===== src/sv/i2c_master_byte_engine_macros.svh =====
// assertion macros shared by the i2c byte engine rtl
`ifndef I2C_MASTER_BYTE_ENGINE_MACROS_SVH
`define I2C_MASTER_BYTE_ENGINE_MACROS_SVH

// condition must hold at every edge out of reset
`define I2CM_ASSERT_ALWAYS(label, clk, rst_n, cond, msg) \
    label: assert property (@(posedge clk) disable iff (!rst_n) (cond)) \
        else $error(msg);

// antecedent implies consequent in the same cycle
`define I2CM_ASSERT_IMPLIES(label, clk, rst_n, ante, cons, msg) \
    label: assert property (@(posedge clk) disable iff (!rst_n) (ante) |-> (cons)) \
        else $error(msg);

// antecedent implies consequent in the next cycle
`define I2CM_ASSERT_NEXT(label, clk, rst_n, ante, cons, msg) \
    label: assert property (@(posedge clk) disable iff (!rst_n) (ante) |=> (cons)) \
        else $error(msg);

`endif


===== src/sv/i2cm_pkg.sv =====
// types and constants of the i2c byte engine
`default_nettype none
package i2cm_pkg;

    localparam int CMD_W   = 3;
    localparam int STEP_W  = 5;
    localparam int TICK_W  = 16;
    localparam int BYTE_W  = 8;

    localparam logic [CMD_W-1:0] CMD_START    = 3'd0;
    localparam logic [CMD_W-1:0] CMD_STOP     = 3'd1;
    localparam logic [CMD_W-1:0] CMD_WRITE    = 3'd2;
    localparam logic [CMD_W-1:0] CMD_READ_ACK = 3'd3;
    localparam logic [CMD_W-1:0] CMD_READ_NAK = 3'd4;

    localparam logic [STEP_W-1:0] STEP_IDLE       = 5'd0;
    localparam logic [STEP_W-1:0] STEP_FIRST      = 5'd1;
    localparam logic [STEP_W-1:0] STEP_STOP_SCL   = 5'd2;
    localparam logic [STEP_W-1:0] STEP_LAST_START = 5'd2;
    localparam logic [STEP_W-1:0] STEP_LAST_STOP  = 5'd3;
    localparam logic [STEP_W-1:0] STEP_LAST_BIT   = 5'd16;
    localparam logic [STEP_W-1:0] STEP_ACK_SET    = 5'd17;
    localparam logic [STEP_W-1:0] STEP_LAST_BYTE  = 5'd18;

    localparam logic [BYTE_W-1:0] MSB_MASK = 8'h80;

    localparam logic [TICK_W-1:0] PHASE_TICKS_RESET = 16'd4;

    typedef struct packed {
        logic [CMD_W-1:0]  active;
        logic [STEP_W-1:0] step;
        logic [TICK_W-1:0] tick;
        logic [BYTE_W-1:0] shift;
        logic              scl;
        logic              sda;
        logic              ack;
        logic [BYTE_W-1:0] rd;
    } t_state;

    typedef struct packed {
        logic              scl_level;
        logic              sda_release;
        logic              busy_res;
        logic              done_res;
        logic [BYTE_W-1:0] read_byte;
        logic              ack_seen;
    } t_result;

endpackage
`default_nettype wire


===== src/sv/i2c_master_byte_engine.sv =====
// top level of the single-master i2c byte engine
// each input item is one tick of the bus timing engine and yields exactly one result
// item, so the block takes one item per cycle for as long as the output side is not
// stalled. the bus state (command, phase step, tick counter, shift byte and line levels)
// lives in registers that advance on every accepted item; the next state comes from one
// short pass of logic in i2cm_step and is mirrored into a result register, so a result
// reaches the output in the cycle after its item is accepted. the input is stalled only while
// a finished result is held and the output side stalls. each bus phase lasts phase_ticks
// ticks (zero behaves as one); commands that arrive while busy, and unknown command
// codes, are dropped. there is no clock stretching and no arbitration.
`default_nettype none
`include "i2c_master_byte_engine_macros.svh"
module i2c_master_byte_engine (
    input  wire                             i_clk,
    input  wire                             i_rst_n,
    // configuration: phase length in ticks
    input  wire                             i_cfg_valid,
    output logic                            o_cfg_ready,
    input  wire [i2cm_pkg::TICK_W-1:0]      i_cfg_data,
    // input item channel
    input  wire                             i_in_valid,
    output logic                            o_in_stall,
    input  wire                             i_command_valid,
    input  wire [i2cm_pkg::CMD_W-1:0]       i_command,
    input  wire [i2cm_pkg::BYTE_W-1:0]      i_write_byte,
    input  wire                             i_sda_in,
    // result item channel
    output logic                            o_out_valid,
    input  wire                             i_out_stall,
    output logic                            o_scl_level,
    output logic                            o_sda_release,
    output logic                            o_busy_res,
    output logic                            o_done_res,
    output logic [i2cm_pkg::BYTE_W-1:0]     o_read_byte,
    output logic                            o_ack_seen
);
    import i2cm_pkg::*;

    logic [TICK_W-1:0] r_phase_ticks;
    t_state            r_state;
    t_state            n_state;
    t_result           step_result;
    t_result           out_result;
    logic              in_fire;

    // register writes are always taken at once
    assign o_cfg_ready = 1'b1;

    always_ff @(posedge i_clk) begin
        if (!i_rst_n) begin
            r_phase_ticks <= PHASE_TICKS_RESET;
        end else if (i_cfg_valid && o_cfg_ready) begin
            r_phase_ticks <= i_cfg_data;
        end
    end

    assign in_fire = i_in_valid && !o_in_stall;

    // one tick of bus sequencing
    i2cm_step u_step (
        .i_state         (r_state),
        .i_command_valid (i_command_valid),
        .i_command       (i_command),
        .i_write_byte    (i_write_byte),
        .i_sda_in        (i_sda_in),
        .i_phase_ticks   (r_phase_ticks),
        .o_state         (n_state),
        .o_result        (step_result)
    );

    // bus state only moves on an accepted item
    always_ff @(posedge i_clk) begin
        if (!i_rst_n) begin
            r_state.active <= CMD_START;
            r_state.step   <= STEP_IDLE;
            r_state.tick   <= '0;
            r_state.shift  <= '0;
            r_state.scl    <= 1'b1;
            r_state.sda    <= 1'b1;
            r_state.ack    <= 1'b0;
            r_state.rd     <= '0;
        end else if (in_fire) begin
            r_state <= n_state;
        end
    end

    // result register parts the input side from the output side
    i2cm_out_reg u_out_reg (
        .i_clk        (i_clk),
        .i_rst_n      (i_rst_n),
        .i_load       (in_fire),
        .i_result     (step_result),
        .i_out_stall  (i_out_stall),
        .o_full_stall (o_in_stall),
        .o_out_valid  (o_out_valid),
        .o_result     (out_result)
    );

    assign o_scl_level   = out_result.scl_level;
    assign o_sda_release = out_result.sda_release;
    assign o_busy_res    = out_result.busy_res;
    assign o_done_res    = out_result.done_res;
    assign o_read_byte   = out_result.read_byte;
    assign o_ack_seen    = out_result.ack_seen;

    // checks on the sequencer and the output stage
    `I2CM_ASSERT_ALWAYS(a_step_range, i_clk, i_rst_n, r_state.step <= STEP_LAST_BYTE, "phase step out of range")
    `I2CM_ASSERT_IMPLIES(a_idle_tick_clear, i_clk, i_rst_n, r_state.step == STEP_IDLE, r_state.tick == '0, "tick counter running while idle")
    `I2CM_ASSERT_IMPLIES(a_done_not_busy, i_clk, i_rst_n, o_out_valid && o_done_res, !o_busy_res, "done reported while still busy")
    `I2CM_ASSERT_NEXT(a_fire_gives_result, i_clk, i_rst_n, in_fire, o_out_valid, "accepted item left no result")

endmodule
`default_nettype wire


===== src/sv/i2cm_step.sv =====
// next bus state and result for one tick
`default_nettype none
module i2cm_step (
    input  wire i2cm_pkg::t_state          i_state,
    input  wire                            i_command_valid,
    input  wire [i2cm_pkg::CMD_W-1:0]      i_command,
    input  wire [i2cm_pkg::BYTE_W-1:0]     i_write_byte,
    input  wire                            i_sda_in,
    input  wire [i2cm_pkg::TICK_W-1:0]     i_phase_ticks,
    output i2cm_pkg::t_state               o_state,
    output i2cm_pkg::t_result              o_result
);
    import i2cm_pkg::*;

    logic [TICK_W-1:0] limit;
    logic [TICK_W-1:0] tick_inc;
    logic [STEP_W-1:0] last_step;
    logic              do_enter;
    logic              done;
    logic              is_write;
    logic              is_byte;
    t_state            nx;

    always_comb begin
        limit     = (i_phase_ticks == '0) ? TICK_W'(1) : i_phase_ticks;
        tick_inc  = i_state.tick + TICK_W'(1);
        nx        = i_state;
        do_enter  = 1'b0;
        done      = 1'b0;
        last_step = STEP_LAST_BYTE;
        if (i_state.active == CMD_START) begin
            last_step = STEP_LAST_START;
        end else if (i_state.active == CMD_STOP) begin
            last_step = STEP_LAST_STOP;
        end

        if (i_state.step == STEP_IDLE) begin
            if (i_command_valid && (i_command <= CMD_READ_NAK)) begin
                nx.active = i_command;
                nx.tick   = '0;
                nx.shift  = (i_command == CMD_WRITE) ? i_write_byte : '0;
                nx.step   = STEP_FIRST;
                do_enter  = 1'b1;
            end
        end else begin
            nx.tick = tick_inc;
            if (tick_inc >= limit) begin
                nx.tick = '0;
                if (i_state.step >= last_step) begin
                    // finishing action
                    if (i_state.active != CMD_STOP) begin
                        nx.scl = 1'b0;
                    end
                    if (i_state.active == CMD_READ_ACK || i_state.active == CMD_READ_NAK) begin
                        nx.rd = i_state.shift;
                    end
                    nx.step = STEP_IDLE;
                    done    = 1'b1;
                end else begin
                    nx.step  = i_state.step + STEP_W'(1);
                    do_enter = 1'b1;
                end
            end
        end

        is_write = (nx.active == CMD_WRITE);
        is_byte  = (nx.active != CMD_START) && (nx.active != CMD_STOP);

        // levels set on the first tick of a phase
        if (do_enter) begin
            if (nx.active == CMD_START) begin
                if (nx.step == STEP_FIRST) begin
                    nx.scl = 1'b1;
                    nx.sda = 1'b1;
                end else begin
                    nx.sda = 1'b0;
                end
            end else if (nx.active == CMD_STOP) begin
                if (nx.step == STEP_FIRST) begin
                    nx.scl = 1'b0;
                    nx.sda = 1'b0;
                end else if (nx.step == STEP_STOP_SCL) begin
                    nx.scl = 1'b1;
                end else begin
                    nx.sda = 1'b1;
                end
            end else if (is_byte && nx.step <= STEP_LAST_BIT) begin
                if (nx.step[0]) begin
                    // scl low half of a bit, data set up
                    if (nx.step != STEP_FIRST) begin
                        nx.scl = 1'b0;
                    end
                    if (is_write) begin
                        nx.sda   = ((nx.shift & MSB_MASK) != '0);
                        nx.shift = {nx.shift[BYTE_W-2:0], 1'b0};
                    end else if (nx.step == STEP_FIRST) begin
                        nx.sda = 1'b1;
                    end
                end else begin
                    nx.scl = 1'b1;
                    if (!is_write) begin
                        nx.shift = {nx.shift[BYTE_W-2:0], i_sda_in};
                    end
                end
            end else if (nx.step == STEP_ACK_SET) begin
                nx.scl = 1'b0;
                nx.sda = (nx.active == CMD_READ_ACK) ? 1'b0 : 1'b1;
            end else begin
                nx.scl = 1'b1;
                if (is_write) begin
                    nx.ack = ~i_sda_in;
                end
            end
        end
    end

    assign o_state              = nx;
    assign o_result.scl_level   = nx.scl;
    assign o_result.sda_release = nx.sda;
    assign o_result.busy_res    = (nx.step != STEP_IDLE);
    assign o_result.done_res    = done;
    assign o_result.read_byte   = nx.rd;
    assign o_result.ack_seen    = nx.ack;

endmodule
`default_nettype wire


===== src/sv/i2cm_out_reg.sv =====
// result register between the engine and the output channel
`default_nettype none
module i2cm_out_reg (
    input  wire                 i_clk,
    input  wire                 i_rst_n,
    input  wire                 i_load,
    input  wire i2cm_pkg::t_result i_result,
    input  wire                 i_out_stall,
    output logic                o_full_stall,
    output logic                o_out_valid,
    output i2cm_pkg::t_result   o_result
);
    import i2cm_pkg::*;

    logic    r_valid;
    logic    n_valid;
    t_result r_data;

    // can take a new item when empty or when the held item leaves now
    assign o_full_stall = r_valid && i_out_stall;

    always_comb begin
        n_valid = r_valid;
        if (i_load) begin
            n_valid = 1'b1;
        end else if (r_valid && !i_out_stall) begin
            n_valid = 1'b0;
        end
    end

    always_ff @(posedge i_clk) begin
        if (!i_rst_n) begin
            r_valid <= 1'b0;
        end else begin
            r_valid <= n_valid;
        end
    end

    always_ff @(posedge i_clk) begin
        if (i_load) begin
            r_data <= i_result;
        end
    end

    assign o_out_valid = r_valid;
    assign o_result    = r_data;

endmodule
`default_nettype wire

===== config.mk =====
export PLATFORM = sky130hd
export DESIGN_NAME = i2c_master_byte_engine
export DESIGN_NICKNAME = d
export VERILOG_FILES = /design/src/sv/i2cm_pkg.sv /design/src/sv/i2c_master_byte_engine.sv /design/src/sv/i2cm_step.sv /design/src/sv/i2cm_out_reg.sv
export VERILOG_INCLUDE_DIRS = /design/src /design/src/sv
export SDC_FILE = /design/constraint.sdc
export NUM_CORES = 1
export LEC_CHECK = 0
export BUFFER_PORTS_ARGS = -buffer_cell sky130_fd_sc_hd__buf_2
export CAP_MARGIN = 20
export CORE_ASPECT_RATIO = 0.8
export CORE_UTILIZATION = 60
export CTS_CLUSTER_SIZE = 12
export DETAILED_ROUTE_END_ITERATION = 6
export GPL_ROUTABILITY_DRIVEN = 0
export PLACE_DENSITY = 0.8
export REMOVE_ABC_BUFFERS = 1
export SYNTH_ARGS = -nofsm -noshare
export SYNTH_HDL_FRONTEND = slang
export SYNTH_SLANG_ARGS = --single-unit

===== constraint.sdc =====
create_clock -name i_clk -period 10 [get_ports i_clk]
set_input_delay 0.5 -clock i_clk [delete_from_list [all_inputs] [get_ports i_clk]]
set_output_delay 0.5 -clock i_clk [all_outputs]
set_load 0.005 [all_outputs]

==> flow_summary.toml <==
[clocking]
clk_pin_slew_worst_paths_ns = 0.09
clk_latency_ns = 0.36
post_cts_resized = 0
cts-buffers-inserted = 9
cts_tree = "yes"
clock_path_buffers = 2
post_cts_buffers = 0
clockRootBuffer = "clkbuf_8"
cts_hold_buf = 0
cts_num_sinks = 73
h-tree-depth = 3

[pwr]
switching_share_pct = 30.2
power.leakage_nw = 2.14
vdd_drop_max_mv = 0.107
power.switching_mw = 0.202
seqPwrFrac_pct = 47.4
pwr-share-comb_pct = 16.9
intPower_mw = 0.467
powerDensity_mw_per_mm2 = 135
pwr-share-clk_pct = 35.8

[sta]
setup_violations = 0
setup_tns_ns = 0
fin_skew_ns = 0.0145
tightest_slew_ns = 0.844
drv_slew = 0
period_share_pct = 52.2
relSlewSlack_pct = 43.8
hold_viol_final = 0
timing.fmax_mhz = 192
rsz0062_at_grt = "no"
period_needed_ns = 5.22

[detailed_routing]
dr.pass1.iters = 5
avgViaCountPerCell = 6.50
drc = 0
ant_nets = 0
route.vias.total = 4229
routed_wl_mm = 11.5
post_drt_wl_per_cell_microns = 17.6
drt_iter0_markers = 392

[worst_setup_path]
crit_chain = "and3_1 > and3_1 > and3_1 > and3_1 > nand3_1 > xnor2_1 > ha_1 > nand4_1 > or4_4 > o32ai_2 > nor2_2 > o31a_1 > a2111oi_4 > nor2b_1 > a221o_2"
cp_top_family = "simple AND/OR/NAND/NOR gates"
required_ns = 10.25
start_kind = "flop"
rrSetupSlack_ns = 4.78
crit_path_frequent_cell = "and3_1"
crit_path_top_delay_cell = "a2111oi_4"
cp.buffers_inverters = 0
crit_fanout = 14
worstSetupPathType = "reg -> reg"
end_kind = "flop"
critPathArrivalTime_ns = 5.47
slowest_delay_ns = 0.82

[logic_synthesis]
synth_cell_types = 72
ys_ff_latch = 73
synth.yosys.seq_area_share_pct = 35.4
syn_area_per_cell_sq_um = 8.66
synth-main-ff-cell = "dfxtp_1"
async_flop_share_pct = 0
synth-edff-count = 13
syn_area_sq_mm = 0.00450
ys_warn_count = 0
syn_inst = 519

[floorplan]
die_height_microns = 79.4
core.rowCount = 27
die_area_sq_mm = 0.00785
core_area_sq_mm = 0.00706
die_w_microns = 98.8
start_util_pct = 63.7
ios = 50

[global_routing]
grt_start_max_net_pins = 34
antenna_found_initial = 0
grt_overflow = 0
grt_pass1_vias = 3892
grt_pass1_wl_mm = 19.1
track_usage_pct = 31.1

[run_status]
outcome = "finished clean"

[flow_run]
maxCapViolations = 0

[final_layout]
nNetsFinal = 614
instances_no_fill = 651
syn2layout_area_growth_pct = 10.4
drive_above_1_share_pct = 17.2
n_antenna_cell = 0

[place]
dp.final_hpwl_mm = 8.17
dp.cells = 634
port_buffers = 48

[min_path]
holdCritPathClass = "in -> reg"
## flip-flops by register name, indices dropped and copies added (netlist names)
signal / cells
u_out_reg.o_out_valid: 1
r_phase_ticks: 16
r_state: 43
u_out_reg.o_result: 13
## power by group through the flow
stage                     clock network [mW]  registers (mW)  logic, mW
after floorplan                            0           0.322     0.0728
after global placement                     0           0.323      0.107
after detailed placement                   0           0.324      0.109
after CTS                              0.240           0.317      0.109
after global routing                   0.252           0.319      0.124
final                                  0.240           0.317      0.113
## stage by stage
step | util (%) | setup WS (ns) | hold WS, ns | power, mW | area [sq um]
finish | 70.3 | 4.78 | 0.361 | 0.670 | 4960
global route | 70.3 | 4.45 | 0.360 | 0.695 | 4960
CTS | 70.2 | 4.86 | 0.358 | 0.667 | 4960
detailed placement | 67.4 | 4.92 | 0.480 | 0.432 | 4760
global placement | 67.4 | 5.20 | 0.470 | 0.430 | 4760
floorplan | - | 5.47 | 0.445 | 0.395 | 4390
## logic make-up (layout without fill, tap and decap cells)
logic type | Yosys count | count (layout) | synth area share [%]
AO/OA/AOI/OAI | 126 | 126 | 19.9
adder cells (fa/ha/maj) | 21 | 21 | 5.84
multiplexers | 42 | 42 | 9.66
buffers and inverters | 47 | 92 | 4.42
flip-flops | 73 | 73 | 35.4
XOR/XNOR | 16 | 16 | 3.12
AND/OR/NAND/NOR | 193 | 193 | 21.6
other | 1 | 1 | 0.0834
## routing by layer
| metal | wire length [microns] | GRT usage, % | vias up |
|---|---|---|---|
| met2 | 5040 | 48.9 | 247 |
| met3 | 1150 | 6.13 | 28 |
| met5 | 0 | 0 | - |
| li1 | - | - | 1989 |
| met1 | 5070 | 42.9 | 1965 |
| met4 | 225 | 10.4 | 0 |
## Yosys cell counts (all sizes together) (4+ instances only)
library cell	instances	area, sq um
nor2	64	243
dfxtp	60	1200
nand2	38	143
a21oi	32	164
mux2i	31	310
o21ai	29	145
inv	23	86.3
nand3	22	110
ha	21	263
clkbuf	19	71.3
edfxtp	13	390
and3	12	75.1
mux2	11	124
a22oi	9	67.6
xor2	9	78.8
a211oi	7	52.6
nand4	7	50.1
xnor2	7	61.3
nand3b	6	45.0
nor2b	6	40.0
nor3	6	30.0
nor3b	6	45.0
a221o	5	55.1
nor4	5	31.3
or3	5	31.3
and2	4	25.0
buf	4	37.5
o211ai	4	30.0
## final timing paths
kind / cells past startpoint / end / from
worst min register to register: 2 / r_state[12]$_SDFFE_PN0P_ / r_state[12]$_SDFFE_PN0P_
worst max register to register: 15 / r_state[15]$_SDFFE_PN0P_ / r_state[19]$_SDFFE_PN0P_
worst min-delay path: 2 / u_out_reg.o_out_valid$_SDFFE_PN0P_ / i_in_valid
worst max-delay path: 15 / r_state[15]$_SDFFE_PN0P_ / r_state[19]$_SDFFE_PN0P_
## worst reg2reg max path, stage by stage, from the launching register on
cell and delay [ns]:
dfxtp_1 0.41, and3_1 0.25, and3_1 0.25, and3_1 0.24, and3_1 0.34, nand3_1 0.16, xnor2_1 0.18, ha_1 0.35
nand4_1 0.17, or4_4 0.56, o32ai_2 0.33, nor2_2 0.19, o31a_1 0.38, a2111oi_4 0.82, nor2b_1 0.14, a221o_2 0.33
## layout by cell type (no fill, tap or decap), drive strengths merged, types with 9 or more instances in the layout
cell,n
buf,52
and3,12
nor2,64
o21ai,29
a21oi,32
nand2,38
ha,21
edfxtp,13
mux2,11
a22oi,9
mux2i,31
inv,26
nand3,22
xor2,9
dfxtp,60
clkbuf,9
## final cells by class
type	count	area, sq um
Clock buffer	9	124
Multi-Input combinational cell	399	2710
Timing Repair Buffer	52	268
Clock inverter	7	76.3
Fill cell	556	2100
Tap cell	87	109
Sequential cell	73	1590
Inverter	24	90.1
(Power assumes the default switching activity.)
